==> config.mk <==
export PLATFORM = sky130hd
export DESIGN_NAME = encoder_move_pwm_sequencer_unit
export DESIGN_NICKNAME = d
export VERILOG_FILES = /design/src/rtl/emps_pkg.sv /design/src/rtl/emps_div.sv /design/src/rtl/encoder_move_pwm_sequencer_unit.sv
export SDC_FILE = /design/constraint.sdc
export NUM_CORES = 1
export LEC_CHECK = 0
export ABC_AREA = 0
export BUFFER_PORTS_ARGS = -buffer_cell sky130_fd_sc_hd__buf_4
export CORE_ASPECT_RATIO = 0.9
export CORE_MARGIN = 10
export CORE_UTILIZATION = 35
export DETAILED_ROUTE_END_ITERATION = 10
export GPL_TIMING_DRIVEN = 0
export SYNTH_ARGS = -nofsm -noshare
export SYNTH_HDL_FRONTEND = slang
export SYNTH_SLANG_ARGS = --single-unit
==> constraint.sdc <==
create_clock -name clk_i -period 6.1 [get_ports clk_i]
set_input_delay 0.61 -clock clk_i [delete_from_list [all_inputs] [get_ports clk_i]]
set_output_delay 0.61 -clock clk_i [all_outputs]
set_load 0.01 [all_outputs]
==> src/rtl/emps_pkg.sv <==
// Shared constants, register indexes and divider request types of the move sequencer.
// No dependencies.
package emps_pkg;

  localparam int unsigned SYS_CLOCK_HZ_DEF = 125000000;

  localparam int unsigned DIV_W      = 32;
  localparam int unsigned STEP_W     = 6;
  localparam int unsigned FREQ_W     = 20;
  localparam int unsigned DUTY_W     = 7;
  localparam int unsigned CNT_W      = 16;
  localparam int unsigned WRAP_W     = 16;
  localparam int unsigned D16_W      = 12;
  localparam int unsigned WD_W       = 23;
  localparam int unsigned CFG_ADDR_W = 3;
  localparam int unsigned CFG_DATA_W = 20;
  localparam int unsigned TDATA_W    = 72;
  localparam int unsigned PCT_DIV    = 100;

  localparam logic [CFG_ADDR_W-1:0] REG_FREQ       = 3'd0;
  localparam logic [CFG_ADDR_W-1:0] REG_START_DUTY = 3'd1;
  localparam logic [CFG_ADDR_W-1:0] REG_SLOW_DUTY  = 3'd2;
  localparam logic [CFG_ADDR_W-1:0] REG_SLOW_THR   = 3'd3;
  localparam logic [CFG_ADDR_W-1:0] REG_STOP_THR   = 3'd4;

  localparam logic [FREQ_W-1:0] FREQ_RST       = 20'd1000;
  localparam logic [DUTY_W-1:0] START_DUTY_RST = 7'd70;
  localparam logic [DUTY_W-1:0] SLOW_DUTY_RST  = 7'd20;
  localparam logic [CNT_W-1:0]  SLOW_THR_RST   = 16'd900;
  localparam logic [CNT_W-1:0]  STOP_THR_RST   = 16'd990;

  localparam logic [DUTY_W-1:0] DUTY_MAX = 7'd100;
  localparam logic [D16_W-1:0]  D16_MIN  = 12'd16;
  localparam logic [D16_W-1:0]  D16_MAX  = 12'd4095;
  localparam logic [WRAP_W-1:0] WRAP_MAX = 16'hFFFF;

  typedef struct packed {
    logic              start;
    logic [DIV_W-1:0]  num;
    logic [DIV_W-1:0]  den;
    logic [STEP_W-1:0] steps;
  } div_req_t;

  typedef struct packed {
    logic             done;
    logic [DIV_W-1:0] quo;
    logic [DIV_W-1:0] rem;
  } div_rsp_t;

endpackage

==> src/rtl/emps_div.sv <==
// Bit-serial restoring divider, one quotient bit per cycle.
// Depends on emps_pkg for the request and response types.
module emps_div import emps_pkg::*; (
  input  logic     clk_i,
  input  logic     rst_ni,
  input  div_req_t req_i,
  output div_rsp_t rsp_o
);

  logic [DIV_W-1:0]  num_q, rem_q, den_q;
  logic [STEP_W-1:0] cnt_q;
  logic              done_q;
  logic [DIV_W:0]    trial, diff;
  logic              ge;

  always_comb begin
    trial = {rem_q, num_q[DIV_W-1]};
    ge    = trial >= {1'b0, den_q};
    diff  = trial - {1'b0, den_q};
  end

  always_ff @(posedge clk_i or negedge rst_ni) begin
    if (!rst_ni) begin
      cnt_q  <= '0;
      done_q <= 1'b0;
    end else if (req_i.start) begin
      cnt_q  <= req_i.steps;
      done_q <= 1'b0;
    end else if (cnt_q != '0) begin
      cnt_q  <= cnt_q - STEP_W'(1);
      done_q <= (cnt_q == STEP_W'(1));
    end else begin
      done_q <= 1'b0;
    end
  end

  always_ff @(posedge clk_i) begin
    if (req_i.start) begin
      num_q <= req_i.num;
      den_q <= req_i.den;
      rem_q <= '0;
    end else if (cnt_q != '0) begin
      num_q <= {num_q[DIV_W-2:0], ge};
      rem_q <= ge ? diff[DIV_W-1:0] : trial[DIV_W-1:0];
    end
  end

  assign rsp_o.done = done_q;
  assign rsp_o.quo  = num_q;
  assign rsp_o.rem  = rem_q;

endmodule

==> src/rtl/encoder_move_pwm_sequencer_unit.sv <==
// Top level of the encoder move sequencer with PWM divider, wrap and compare output.
// Depends on emps_pkg and the serial divider emps_div.
//
// Each request on the slave stream is one encoder pulse count. Each produces exactly
// one request on the master stream carrying the driver enable, applied duty, PWM
// divider, wrap, compare level and running total; tlast marks the request that
// finishes a move. Registers are to be written through the plain write port only
// while idle; the block itself does not enforce this. Divider and wrap depend only on
// the frequency and are kept until it is written. With them kept, a request runs the
// serial divide by 100 of 23 steps for the compare level. After reset or a frequency
// write the first request also runs the divider ceiling and the wrap divide first.
// One divider is shared and works one quotient bit per cycle, so one request is in
// work at a time. A new request is taken while the previous result still waits on
// the master side; a finished result waits inside the block until the output
// register is free. Reset restores all register defaults, an empty total and the
// start duty.

module encoder_move_pwm_sequencer_unit import emps_pkg::*; #(
  parameter int unsigned SYS_CLOCK_HZ = SYS_CLOCK_HZ_DEF
) (
  input  logic                  clk_i,
  input  logic                  rst_ni,
  input  logic                  s_axis_tvalid_i,
  output logic                  s_axis_tready_o,
  // pulses[15:0]
  input  logic [CNT_W-1:0]      s_axis_tdata_i,
  output logic                  m_axis_tvalid_o,
  input  logic                  m_axis_tready_i,
  // motor_enable[0], duty_percent[7:1], divider_int[15:8], divider_frac[19:16],
  // pwm_wrap[35:20], compare_level[51:36], total_count[67:52], zero[71:68]
  output logic [TDATA_W-1:0]    m_axis_tdata_o,
  output logic                  m_axis_tlast_o,
  input  logic                  cfg_we_i,
  input  logic [CFG_ADDR_W-1:0] cfg_addr_i,
  input  logic [CFG_DATA_W-1:0] cfg_wdata_i
);

  localparam int unsigned CLK_W   = $clog2(SYS_CLOCK_HZ + 1);
  localparam int unsigned QA_W    = CLK_W - 12;
  localparam int unsigned D16F_W  = (QA_W + 1 > D16_W + 1) ? QA_W + 1 : D16_W + 1;
  localparam logic [STEP_W-1:0] STEPS_A = STEP_W'(QA_W);
  localparam logic [STEP_W-1:0] STEPS_B = STEP_W'(CLK_W + 4);
  localparam logic [STEP_W-1:0] STEPS_C = STEP_W'(WD_W);
  localparam logic [DIV_W-1:0]  NUM_A   = DIV_W'(SYS_CLOCK_HZ / 4096) << (DIV_W - QA_W);
  localparam logic [DIV_W-1:0]  NUM_B   = DIV_W'(SYS_CLOCK_HZ) << (DIV_W - CLK_W);
  localparam logic [DIV_W-1:0]  DEN_C   = DIV_W'(PCT_DIV);
  localparam logic              CLK_LOW_NZ = (SYS_CLOCK_HZ % 4096) != 0;

  typedef enum logic [6:0] {
    ST_IDLE   = 7'b0000001,
    ST_DIV_A  = 7'b0000010,
    ST_LOAD_B = 7'b0000100,
    ST_DIV_B  = 7'b0001000,
    ST_LOAD_C = 7'b0010000,
    ST_DIV_C  = 7'b0100000,
    ST_OUT    = 7'b1000000
  } state_e;

  state_e state_q, state_d;

  logic [FREQ_W-1:0] freq_q;
  logic [DUTY_W-1:0] start_duty_q, slow_duty_q;
  logic [CNT_W-1:0]  slow_thr_q, stop_thr_q;
  logic              pwm_ok_q;

  logic              finishing_q;
  logic [CNT_W-1:0]  total_q;
  logic [DUTY_W-1:0] act_q;

  logic [DUTY_W-1:0] it_duty_q;
  logic              it_done_q;
  logic [CNT_W-1:0]  it_total_q;
  logic [D16_W-1:0]  d16_q;
  logic [WRAP_W-1:0] wrap_q, cmp_q;

  logic               m_valid_q, m_last_q;
  logic [TDATA_W-1:0] m_data_q;

  logic              accept, out_free, fin_now;
  logic [CNT_W-1:0]  sum;
  logic [DUTY_W-1:0] act_use, duty_clamp;
  logic [FREQ_W-1:0] freq_eff;
  logic [DIV_W-1:0]  prod;
  logic [WD_W-1:0]   wd;
  logic [QA_W-1:0]   qa;
  logic [D16F_W-1:0] d16_full;
  logic [D16_W-1:0]  d16_next;
  logic [CLK_W-1:0]  qb, qb_m1;
  logic [WRAP_W-1:0] wrap_next;
  div_req_t          div_req;
  div_rsp_t          div_rsp;

  emps_div u_div (
    .clk_i  (clk_i),
    .rst_ni (rst_ni),
    .req_i  (div_req),
    .rsp_o  (div_rsp)
  );

  assign s_axis_tready_o = (state_q == ST_IDLE);
  assign accept          = s_axis_tvalid_i & s_axis_tready_o;
  assign out_free        = ~m_valid_q | m_axis_tready_i;

  always_comb begin
    fin_now    = finishing_q | (total_q >= stop_thr_q);
    sum        = total_q + s_axis_tdata_i;
    act_use    = (!fin_now && (total_q > slow_thr_q)) ? slow_duty_q : act_q;
    duty_clamp = (act_use > DUTY_MAX) ? DUTY_MAX : act_use;
    freq_eff   = (freq_q == '0) ? FREQ_W'(1) : freq_q;
    prod       = DIV_W'(d16_q) * DIV_W'(freq_eff);
    wd         = WD_W'(wrap_q) * WD_W'(it_duty_q);
  end

  always_comb begin
    qa       = div_rsp.quo[QA_W-1:0];
    d16_full = D16F_W'(qa) + D16F_W'((div_rsp.rem != '0) | CLK_LOW_NZ);
    if (d16_full < D16F_W'(D16_MIN)) begin
      d16_next = D16_MIN;
    end else if (d16_full > D16F_W'(D16_MAX)) begin
      d16_next = D16_MAX;
    end else begin
      d16_next = d16_full[D16_W-1:0];
    end
    qb    = div_rsp.quo[CLK_W-1:0];
    qb_m1 = qb - CLK_W'(1);
    if (qb == '0) begin
      wrap_next = '0;
    end else if (qb_m1 > CLK_W'(WRAP_MAX)) begin
      wrap_next = WRAP_MAX;
    end else begin
      wrap_next = qb_m1[WRAP_W-1:0];
    end
  end

  always_comb begin
    div_req.start = 1'b0;
    div_req.num   = NUM_A;
    div_req.den   = DIV_W'(freq_eff);
    div_req.steps = STEPS_A;
    if (accept && !pwm_ok_q) begin
      div_req.start = 1'b1;
    end else if (state_q == ST_LOAD_B) begin
      div_req.start = 1'b1;
      div_req.num   = NUM_B;
      div_req.den   = prod;
      div_req.steps = STEPS_B;
    end else if (state_q == ST_LOAD_C) begin
      div_req.start = 1'b1;
      div_req.num   = {wd, (DIV_W - WD_W)'(0)};
      div_req.den   = DEN_C;
      div_req.steps = STEPS_C;
    end
  end

  always_comb begin
    state_d = state_q;
    case (state_q)
      ST_IDLE: begin
        if (accept) begin
          state_d = pwm_ok_q ? ST_LOAD_C : ST_DIV_A;
        end
      end
      ST_DIV_A: begin
        if (div_rsp.done) begin
          state_d = ST_LOAD_B;
        end
      end
      ST_LOAD_B: state_d = ST_DIV_B;
      ST_DIV_B: begin
        if (div_rsp.done) begin
          state_d = ST_LOAD_C;
        end
      end
      ST_LOAD_C: state_d = ST_DIV_C;
      ST_DIV_C: begin
        if (div_rsp.done) begin
          state_d = ST_OUT;
        end
      end
      ST_OUT: begin
        if (out_free) begin
          state_d = ST_IDLE;
        end
      end
      default: state_d = ST_IDLE;
    endcase
  end

  always_ff @(posedge clk_i or negedge rst_ni) begin
    if (!rst_ni) begin
      state_q <= ST_IDLE;
    end else begin
      state_q <= state_d;
    end
  end

  always_ff @(posedge clk_i or negedge rst_ni) begin
    if (!rst_ni) begin
      freq_q       <= FREQ_RST;
      start_duty_q <= START_DUTY_RST;
      slow_duty_q  <= SLOW_DUTY_RST;
      slow_thr_q   <= SLOW_THR_RST;
      stop_thr_q   <= STOP_THR_RST;
    end else if (cfg_we_i) begin
      case (cfg_addr_i)
        REG_FREQ:       freq_q       <= cfg_wdata_i;
        REG_START_DUTY: start_duty_q <= cfg_wdata_i[DUTY_W-1:0];
        REG_SLOW_DUTY:  slow_duty_q  <= cfg_wdata_i[DUTY_W-1:0];
        REG_SLOW_THR:   slow_thr_q   <= cfg_wdata_i[CNT_W-1:0];
        REG_STOP_THR:   stop_thr_q   <= cfg_wdata_i[CNT_W-1:0];
        default: ;
      endcase
    end
  end

  always_ff @(posedge clk_i or negedge rst_ni) begin
    if (!rst_ni) begin
      pwm_ok_q <= 1'b0;
    end else if (cfg_we_i && (cfg_addr_i == REG_FREQ)) begin
      pwm_ok_q <= 1'b0;
    end else if ((state_q == ST_DIV_B) && div_rsp.done) begin
      pwm_ok_q <= 1'b1;
    end
  end

  always_ff @(posedge clk_i or negedge rst_ni) begin
    if (!rst_ni) begin
      finishing_q <= 1'b0;
      total_q     <= '0;
      act_q       <= START_DUTY_RST;
    end else if (accept) begin
      if (fin_now) begin
        finishing_q <= 1'b0;
        total_q     <= '0;
        act_q       <= start_duty_q;
      end else begin
        finishing_q <= (sum >= stop_thr_q);
        total_q     <= sum;
        act_q       <= act_use;
      end
    end
  end

  always_ff @(posedge clk_i) begin
    if (accept) begin
      it_duty_q  <= duty_clamp;
      it_done_q  <= fin_now;
      it_total_q <= sum;
    end
    if ((state_q == ST_DIV_A) && div_rsp.done) begin
      d16_q <= d16_next;
    end
    if ((state_q == ST_DIV_B) && div_rsp.done) begin
      wrap_q <= wrap_next;
    end
    if ((state_q == ST_DIV_C) && div_rsp.done) begin
      cmp_q <= div_rsp.quo[WRAP_W-1:0];
    end
  end

  always_ff @(posedge clk_i or negedge rst_ni) begin
    if (!rst_ni) begin
      m_valid_q <= 1'b0;
    end else if ((state_q == ST_OUT) && out_free) begin
      m_valid_q <= 1'b1;
    end else if (m_axis_tready_i) begin
      m_valid_q <= 1'b0;
    end
  end

  always_ff @(posedge clk_i) begin
    if ((state_q == ST_OUT) && out_free) begin
      m_data_q <= {4'b0000, it_total_q, cmp_q, wrap_q, d16_q[3:0], d16_q[D16_W-1:4],
                   it_duty_q, ~it_done_q};
      m_last_q <= it_done_q;
    end
  end

  assign m_axis_tvalid_o = m_valid_q;
  assign m_axis_tdata_o  = m_data_q;
  assign m_axis_tlast_o  = m_last_q;

endmodule

Word-level counts from Yosys, hierarchy flattened

Cells that the tools add are included.
W data, S select, Z words.

Add/sub/neg operators: 5
Multipliers: 2
Div/mod/pow operators: 0
Magnitude comparators: 8
Equal/unequal tests: 17
Shift-type cells: 0
Mux-type cells: 29
Bitwise gates (word level): 5
Reductions and logical operators: 23

Operators by type and width:

| cell                    | number |
|---|---|
| $mux W71                | 2 |
| $mux W32                | 3 |
| $mux W70                | 1 |
| $mux W7                 | 7 |
| $pmux W7 S7             | 1 |
| $ge A33 B32 Y1          | 1 |
| $ge A16 B16 Y1          | 2 |
| $mul A12 B20 Y32        | 1 |
| $mux W16                | 2 |
| $sub A32 B32 Y32        | 1 |
| $gt A27 B16 Y1 const B  | 1 |
| $logic_not A27 Y1       | 1 |
| $sub A27 B1 Y27 const B | 1 |
| $mul A16 B7 Y23         | 1 |
| $logic_not A20 Y1       | 1 |
| $mux W20                | 1 |
| $add A15 B1 Y16 const B | 1 |
| $add A16 B16 Y16        | 1 |
| $gt A16 B12 Y1 const B  | 1 |
| $gt A16 B16 Y1          | 1 |
| $lt A16 B5 Y1 const B   | 1 |
| $mux W12                | 1 |
| $mux W6                 | 2 |
| $reduce_and A2 Y1       | 5 |
| other kinds (27)        | 49 |

Flip-flop bits (word level): 339
Latch bits: 0
Bits in writable memories: 0
Bits in read-only memories: 0
Bits of input ports: 44
Output and inout port bits: 75
Logic and storage cells: 115
Memories: 0

Longest topological paths before layout

Gate-level depths: netlist of the first run.

Depth in word-level cells: 6
Depth in mapped cells: 25

Hierarchy

From an unflattened synthesis of the first run, not the netlist that was laid out.

Cell total of the unflattened synthesis: 2825
Area, all modules: 28023.1 sq um

By module, submodules not included:

| module                          | instances | cells an instance | area an instance (sq um) | seq. area each (sq um) |
|---|---|---|---|---|
| encoder_move_pwm_sequencer_unit | 1         | 2268              | 22285.1                  | 6625.1 |
| emps_div                        | 1         | 557               | 5738.0                   | 2737.6 |

Worst setup path before layout of the first run

No wires, ideal clock.

Kind: register to register
From: register freq_q[12]
To: register u_div.den_q[26] (data pin)
Setup time: 0.266 ns
Arrival time: 5.781 ns
Data required time: 5.834 ns
Path slack: 0.053 ns
Cell stages (with the launch flop): 22
Buffers on the path: 1
Clock period less this slack: 6.047 ns
Cells stage by stage: dfrtp_1 > nor4_1 > nand4_1 > o41ai_1 > clkbuf_1 > nand2_1 > fa_1 > fa_1 > inv_1 > fa_1 > fa_1 > fa_1 > ha_1 > a21oi_1 > o21bai_1 > nor2b_1 > a2111oi_0 > nor2_1 > o211ai_1 > a31oi_1 > xor2_1 > nor2_1

Longest elaborated chain between the ends: 4

Ends and longest elaborated chain:

| element                | RTL line                               | RTL |
|---|---|---|
| start, declared        | encoder_move_pwm_sequencer_unit.sv:61  | `logic [FREQ_W-1:0] freq_q;` |
| start signal, assigned | encoder_move_pwm_sequencer_unit.sv:206 | `REG_FREQ: freq_q <= cfg_wdata_i;` |
| $logic_not A20 Y1      | encoder_move_pwm_sequencer_unit.sv:109 | `freq_eff = (freq_q == '0) ? FREQ_W'(1) : freq_q;` |
| $mux W20 *             | encoder_move_pwm_sequencer_unit.sv:109 |  |
| $mul A12 B20 Y32 *     | encoder_move_pwm_sequencer_unit.sv:110 | `prod = DIV_W'(d16_q) * DIV_W'(freq_eff);` |
| $mux W71 *             | encoder_move_pwm_sequencer_unit.sv:142 | `end else if (state_q == ST_LOAD_B) begin` |
| end signal, assigned   | emps_div.sv:40                         | `den_q <= req_i.den;` |
| end, declared          | emps_div.sv:10                         | `logic [DIV_W-1:0] num_q, rem_q, den_q;` |

Mark *: on every way between the ends. The rest lies on a longest branch, timed or not.
A chain may end at the register's enable or synchronous reset.

Final worst setup path of the first run

From: register freq_q[5]
To: register u_div.den_q[27] (data pin)

The elaborated chain is that of the path after synthesis.

==> results of run 1 <==
path summary, 6_finish.rpt:
path                                                  to  cells past startpoint
setup / recovery           u_div.den_q[27]$_SDFFCE_PP0N_                     22
hold reg to reg             m_axis_tdata_o[53]$_DFFE_PP_                      0
hold / removal                    freq_q[18]$_DFFE_PN0P_                      2
max in group asynchronous     slow_duty_q[2]$_DFFE_PN1P_                      3
min in group asynchronous        total_q[14]$_DFFE_PN0P_                      2
setup reg to reg           u_div.den_q[27]$_SDFFCE_PP0N_                     22
timing repair:
action / CTS / global route
gates resized for setup: 65 / 110
endpoints found under the hold margin: 25 / 0
hold buffers: 1 / 0
setup endpoints to repair: 27 / 18
pin swaps: 43 / 57
gates cloned: 0 / 0
buffers inserted: 34 / 17
cells in the final DEF (no fill, tap or decap), drive strengths merged, types with 35 or more instances in the layout:
| cell | synthesis | final |
|---|---|---|
| a21o | 43 | 43 |
| a21oi | 139 | 139 |
| a31oi | 36 | 36 |
| and2 | 114 | 114 |
| buf | 14 | 187 |
| clkbuf | 120 | 166 |
| dfrtp | 79 | 79 |
| edfxtp | 201 | 201 |
| fa | 251 | 251 |
| ha | 211 | 211 |
| inv | 379 | 382 |
| mux2 | 53 | 53 |
| nand2 | 428 | 428 |
| nand3 | 62 | 62 |
| nor2 | 110 | 110 |
| nor3 | 35 | 35 |
| o21ai | 122 | 122 |
| xnor2 | 51 | 51 |
| xor2 | 52 | 52 |
cells by family (layout without fill, tap and decap cells):
kind of cell | after synthesis | after routing
mux | 58 | 58
buf+inv | 513 | 752
fa+ha+maj | 462 | 462
other cells | 1 | 4
xor+xnor | 103 | 103
compound gates | 489 | 489
flops | 339 | 339
simple gates | 893 | 893
stage by stage:
step / area, sq um / setup TNS, ps / instances
2_1_floorplan: 27800 / 0 / 2861
4_1_cts: 32100 / -351 / 4137
6_report: 32400 / 0 / 4150
3_5_place_dp: 30100 / -26030 / 4030
5_1_grt: 32400 / -971 / 4150
3_3_place_gp: 30000 / -48620 / 4025
layer usage:
metal | vias to the layer above | part of all wire (%) | global-route usage [%]
met4 | 0 | 3.2 | 5.24
li1 | 10000 | - | -
met1 | 10700 | 47 | 25.0
met5 | - | 0 | 0
met2 | 598 | 44 | 26.2
met3 | 111 | 5.8 | 2.17
area by class of cell:
class                   instances  area share, %
multi-input cells            2009           52.3
flip-flops and latches        339           29.0
inverters                     379           4.39
repair buffers                171           4.31
well taps                    1050           4.06
clock buffers                  57           3.71
plain buffers                 126           1.77
clock inverters                19          0.526
critical path: cells and delay by family, from the launching register on:
kind	cells	cell delay, ps
XOR/XNOR	1	140
adder cells (fa/ha/maj)	6	2780
AO/OA/AOI/OAI	5	1190
buffers and inverters	4	520
AND/OR/NAND/NOR	6	670
flip-flops	1	490
registers in the layout, indices dropped and copies added (netlist names):
register	count
it_done_q	1
m_axis_tvalid_o	1
d16_q	12
start_duty_q	7
pwm_ok_q	1
finishing_q	1
freq_q	20
u_div.den_q	32
slow_thr_q	16
m_axis_tdata_o	68
cmp_q	16
slow_duty_q	7
it_total_q	16
u_div.done_q	1
u_div.cnt_q	6
m_axis_tlast_o	1
total_q	16
u_div.rem_q	32
stop_thr_q	16
u_div.num_q	32
wrap_q	16
state_q	7
it_duty_q	7
act_q	7
==> results.py, run 1 <==
metrics = {
    "status": {
        "outcome": "finished, final reports clean",
    },
    "grt": {
        "first_pass_grt_wire_length_um": 123000,
        "grt_start_max_net_pins": 78,
        "number_of_antenna_violations_at_the_first_check_in_global_routing": 0,
        "remaining_overflow_grt": 0,
        "grt_pass1_vias": 21000,
        "grt_usage_pct": 17.2,
    },
    "drt": {
        "remaining_drc_errors": 0,
        "post_drt_wl_per_cell_um": 19.1,
        "viasPerCell": 5.15,
        "total_wirelength_um": 79300,
        "detailedRoute.firstPassIterationCount": 5,
        "antenna_viol_nets_final": 0,
        "drt_iter0_drc": 1606,
        "routed-via-count": 21400,
    },
    "logic_synthesis": {
        "ys_seq_elements": 339,
        "synth_top_family_by_area": "adder cells",
        "synth_simple_gate_area_share_pct": 15.2,
        "synthTopCellsByArea": "sky130_fd_sc_hd__edfxtp_1, sky130_fd_sc_hd__fa_1, sky130_fd_sc_hd__ha_1",
        "yosysSeqAreaShare_pct": 33.6,
        "synthesis.yosys.warnings": 0,
        "synth_area_per_cell_sq_um": 9.74,
        "post_synth_inst_count": 2858,
        "synth.most_common_cell": "sky130_fd_sc_hd__nand2_1",
        "synthDominantAreaCellType": "sky130_fd_sc_hd__edfxtp_1",
        "ys_async_sr_fraction_pct": 31.3,
        "synth.area.mux_share_pct": 2.32,
        "synth.top_cells.by_count": "sky130_fd_sc_hd__nand2_1, sky130_fd_sc_hd__inv_1, sky130_fd_sc_hd__fa_1",
        "synth_ff_type": "sky130_fd_sc_hd__edfxtp_1",
        "complex_gate_fraction_of_the_synthesized_area_pct": 11.0,
        "synthesis.area_sq_mm": 0.0278,
        "yosysUniqueCellTypes": 75,
        "synthDominantCellAreaShare_pct": 21.7,
        "yosys.area_share.adder_pct": 27.5,
        "synth-edff-count": 201,
        "synth_xor_xnor_area_share_pct": 3.24,
    },
    "die": {
        "die_extent_in_y_um": 288,
        "rows": 98,
        "placeableCoreArea_sq_mm": 0.0791,
        "chipWidth_um": 317,
        "floorplan.initialDensity_pct": 35.2,
        "floorplan.io_pins": 119,
        "die_area_sq_mm": 0.0912,
    },
    "sta": {
        "fmax_ghz": 0.165,
        "timing.final.crit_share_pct": 99.3,
        "setup_viol": 0,
        "max_slew.worst_pin.slew_ps": 1240,
        "final_worst_hold_slack_ps": 276,
        "fin_ws_ps": 42.2,
        "timing_max_transition_violations_final": 0,
        "hold_viol_final": 0,
        "unrepaired_setup_endpoints_after_global_routing": "yes",
        "rel_slew_slack_pct": 17.2,
        "finalClockSkew_ps": 24.8,
        "finalCriticalPeriod_ps": 6060,
    },
    "critical_path": {
        "timing_worst_setup_path_type": "reg -> reg",
        "cell_by_cell_trace_of_the_critical_path": "nor4_2 > nand4_1 > o41ai_4 > clkbuf_8 > nand2_2 > fa_1 > fa_1 > inv_2 > fa_2 > fa_2 > fa_2 > ha_4 > buf_6 > nand3_2 > a211o_1 > o2111ai_4 > nand2_2 > o21ai_2 > buf_4 > a221oi_2 > xnor2_1 > nor2_1",
        "critical_path.startpoint": "freq_q[5]$_DFFE_PN1P_",
        "critPathMostFrequentCell": "sky130_fd_sc_hd__fa_2",
        "cp_data_required_time_ps": 6400,
        "cp_data_arrival_time_ps": 6360,
        "regToRegSetupSlack_ps": 40,
        "worst-path-max-fanout": 3,
        "crit_path_start_kind": "flip-flop",
        "slowest_stage": "sky130_fd_sc_hd__fa_1",
        "endpoint_kind": "flip-flop",
        "cpPeakStageDelay_ps": 540,
        "worstReg2RegStart": "freq_q[5]$_DFFE_PN1P_",
    },
    "cells_and_area": {
        "layout.core_utilization_pct": 40.9,
        "area_growth_syn_to_fin_pct": 16.4,
        "finalNetCount": 3574,
        "n_fill_cell": 7812,
        "layout-drive-gt1-share_pct": 14.5,
        "register_area_sq_mm": 0.00938,
        "multi_input_comb_area_sq_mm": 0.0169,
        "num_antenna_cells": 0,
    },
    "job": {
        "timing.max_cap.violations": 0,
    },
    "placement": {
        "gp_congestion": 0.909,
        "dp.final_hpwl_um": 60000,
        "io_buffers": 114,
        "pre_cts_slack_ps": -1720,
    },
    "hold_path": {
        "hold_start": "cfg_wdata_i[18]",
        "hold_class": "in -> reg",
    },
    "clocking": {
        "clkSlewWorstSetupHoldPaths_ps": 60,
        "cts_tree": "done",
        "clock-root-buffer": "sky130_fd_sc_hd__clkbuf_16",
        "cts-buffers-inserted": 42,
        "worstSkewPairLatency_ps": 570,
        "max-clock-path-buffers": 3,
        "cts_max_level": 2,
        "clock_sink_count": 339,
    },
}
Power of run 1 is left out: the tool's default activity adds up to more than one toggle a clock period on the data nets, which glitch-free logic cannot reach.
==> run 2: changes to the inputs <==
--- a/config.mk
+++ b/config.mk
@@ -12,6 +12,7 @@
 export CORE_UTILIZATION = 35
 export DETAILED_ROUTE_END_ITERATION = 10
 export GPL_TIMING_DRIVEN = 0
+export PLACE_DENSITY_LB_ADDON = 0.08
 export SYNTH_ARGS = -nofsm -noshare
 export SYNTH_HDL_FRONTEND = slang
 export SYNTH_SLANG_ARGS = --single-unit
==> run 2 against run 1 <==
Cell area is 0.22% lower; fmax is 2.0% higher; die area stayed put; critical path type unchanged; critical endpoint is now u_div.den_q[30]$_SDFFCE_PP0N_.
==> results.py, run 2 (same netlist as run 1, synthesis figures left out) <==
metrics = {
    "critical_path": {
        "cp_data_required_time_ps": 6400,
        "worst-path-max-fanout": 7,
        "regToRegSetupSlack_ps": 160,
        "endpoint_kind": "flip-flop",
        "critical_path.startpoint": "freq_q[5]$_DFFE_PN1P_",
        "r2r.worst_path.cells": 21,
        "timing_worst_setup_path_type": "reg -> reg",
        "worstReg2RegStart": "freq_q[5]$_DFFE_PN1P_",
        "cp_data_arrival_time_ps": 6240,
        "crit-reg2reg-capture": "u_div.den_q[30]$_SDFFCE_PP0N_",
        "endpoint": "u_div.den_q[30]$_SDFFCE_PP0N_",
        "crit_path_start_kind": "flip-flop",
    },
    "drt": {
        "remaining_drc_errors": 0,
        "detailedRoute.firstPassIterationCount": 6,
        "total_wirelength_um": 84500,
        "antenna_viol_nets_final": 0,
        "viasPerCell": 5.13,
        "routed-via-count": 21200,
        "post_drt_wl_per_cell_um": 20.4,
        "drt_iter0_drc": 1574,
    },
    "cells_and_area": {
        "final_common_cell": "sky130_fd_sc_hd__nand2_1",
        "finalNetCount": 3557,
        "layout.core_utilization_pct": 40.9,
        "fin_cells": 4137,
        "layout_common_cells": "sky130_fd_sc_hd__nand2_1, sky130_fd_sc_hd__inv_1, sky130_fd_sc_hd__fa_1",
        "layout.cell_area.non_filler_sq_mm": 0.0323,
        "area_growth_syn_to_fin_pct": 16.1,
        "largest_register_ffs": 68,
        "layout-drive-gt1-share_pct": 13.4,
    },
    "clocking": {
        "cts_max_level": 2,
        "clkSlewWorstSetupHoldPaths_ps": 60,
        "cts_tree": "done",
        "worstSkewPairLatency_ps": 590,
        "cts-buffers-inserted": 43,
        "clock-root-buffer": "sky130_fd_sc_hd__clkbuf_16",
        "max-clock-path-buffers": 3,
        "clock_sink_count": 339,
    },
    "sta": {
        "timing.final.crit_share_pct": 97.4,
        "setup_viol": 0,
        "fin_ws_ps": 161,
        "hold_viol_final": 0,
        "max_slew.worst_pin.slew_ps": 1210,
        "finalCriticalPeriod_ps": 5940,
        "fmax_ghz": 0.168,
        "unrepaired_setup_endpoints_after_global_routing": "yes",
        "rel_slew_slack_pct": 18.6,
        "finalClockSkew_ps": 40.3,
        "timing_max_transition_violations_final": 0,
    },
    "placement": {
        "dpl-instance-area_sq_mm": 0.0301,
        "dp.final_hpwl_um": 66600,
        "io_buffers": 114,
        "post-place-cells": 4031,
        "gp_congestion": 0.854,
        "pre_cts_slack_ps": -2290,
    },
    "grt": {
        "first_pass_grt_wire_length_um": 132000,
        "number_of_antenna_violations_at_the_first_check_in_global_routing": 2,
        "remaining_overflow_grt": 0,
        "grt_start_max_net_pins": 89,
        "grt_pass1_vias": 21700,
        "grt_usage_pct": 18.6,
    },
    "die": {
        "rows": 98,
        "die_extent_in_y_um": 288,
        "placeableCoreArea_sq_mm": 0.0791,
        "die_area_sq_mm": 0.0912,
        "floorplan.initialDensity_pct": 35.2,
        "floorplan.io_pins": 119,
        "chipWidth_um": 317,
    },
    "hold_path": {
        "hold_class": "in -> reg",
    },
    "job": {
        "timing.max_cap.violations": 0,
    },
    "status": {
        "outcome": "finished, final reports clean",
    },
}
-- run 2: cell types whose count changed in the layout (fill, tap and decap cells not counted), sizes merged --
cell and delta:
buf -19, bufinv +4, clkbuf -4, clkinv +4
diode +3, inv -1
-- run 2: critical path: stages, from the launching register on --
cell and delay [ps]:
sky130_fd_sc_hd__dfstp_4 500, sky130_fd_sc_hd__nor4_2 250, sky130_fd_sc_hd__nand4_1 170, sky130_fd_sc_hd__o41ai_4 250
sky130_fd_sc_hd__buf_6 210, sky130_fd_sc_hd__nand2_4 60, sky130_fd_sc_hd__fa_1 450, sky130_fd_sc_hd__fa_1 510
sky130_fd_sc_hd__inv_2 40, sky130_fd_sc_hd__fa_1 520, sky130_fd_sc_hd__fa_2 450, sky130_fd_sc_hd__fa_1 510
sky130_fd_sc_hd__ha_4 320, sky130_fd_sc_hd__a21oi_4 60, sky130_fd_sc_hd__o21bai_4 170, sky130_fd_sc_hd__nor2b_4 70
sky130_fd_sc_hd__a2111oi_4 450, sky130_fd_sc_hd__o21ai_1 120, sky130_fd_sc_hd__a21oi_2 190, sky130_fd_sc_hd__o31a_1 180
sky130_fd_sc_hd__o21a_1 120, sky130_fd_sc_hd__nor3_1 50
-- run 2: area by class of cell --
class	count	area (sq um)
Tap cell	1050	1310
Sequential cell	339	9380
Timing Repair Buffer	150	1230
Fill cell	7825	46800
Inverter	379	1420
Buffer	129	593
Clock buffer	52	1160
Multi-Input combinational cell	2009	16900
Clock inverter	26	318
Antenna cell	3	7.51
-- run 2: stage by stage --
step / hold WS, ps / setup TNS [ps]
floorplan: 314 / 0
global placement: 403 / -60860
detailed placement: 406 / -36690
CTS: 228 / -451
global route: 243 / -110
finish: 259 / 0
-- run 2: metal layers --
| layer | up-vias | GRT usage [%] | routed length (um) |
|---|---|---|---|
| li1 | 9975 | - | - |
| met1 | 10600 | 27.9 | 41400 |
| met2 | 541 | 27.6 | 36600 |
| met3 | 101 | 2.62 | 4580 |
| met4 | 0 | 4.92 | 1960 |
| met5 | - | 0 | 0 |
-- run 2: worst min path at each step --
stage                            start                      endpoint  slack, ps  cells after the start
3_5_place_dp        cmp_q[9]$_DFFE_PP_  m_axis_tdata_o[45]$_DFFE_PP_        410                      0
6_report               cfg_wdata_i[19]        freq_q[19]$_DFFE_PN0P_        260                      2
5_1_grt                cfg_wdata_i[19]        freq_q[19]$_DFFE_PN0P_        240                      2
4_1_cts                cfg_wdata_i[19]        freq_q[19]$_DFFE_PN0P_        230                      2
2_1_floorplan                   rst_ni          act_q[0]$_DFFE_PN0P_        310                      0
3_3_place_gp   it_total_q[7]$_DFFE_PP_  m_axis_tdata_o[59]$_DFFE_PP_        400                      0
-- run 2: timing repair --
action / in CTS / in global routing
endpoints found under the setup margin: 26 / 18
gates resized for setup: 74 / 93
hold endpoints to repair: 18 / 0
setup buffers: 18 / 11
hold buffers: 1 / 0
pin swaps: 47 / 33
Power of run 2 is left out for the same reason.
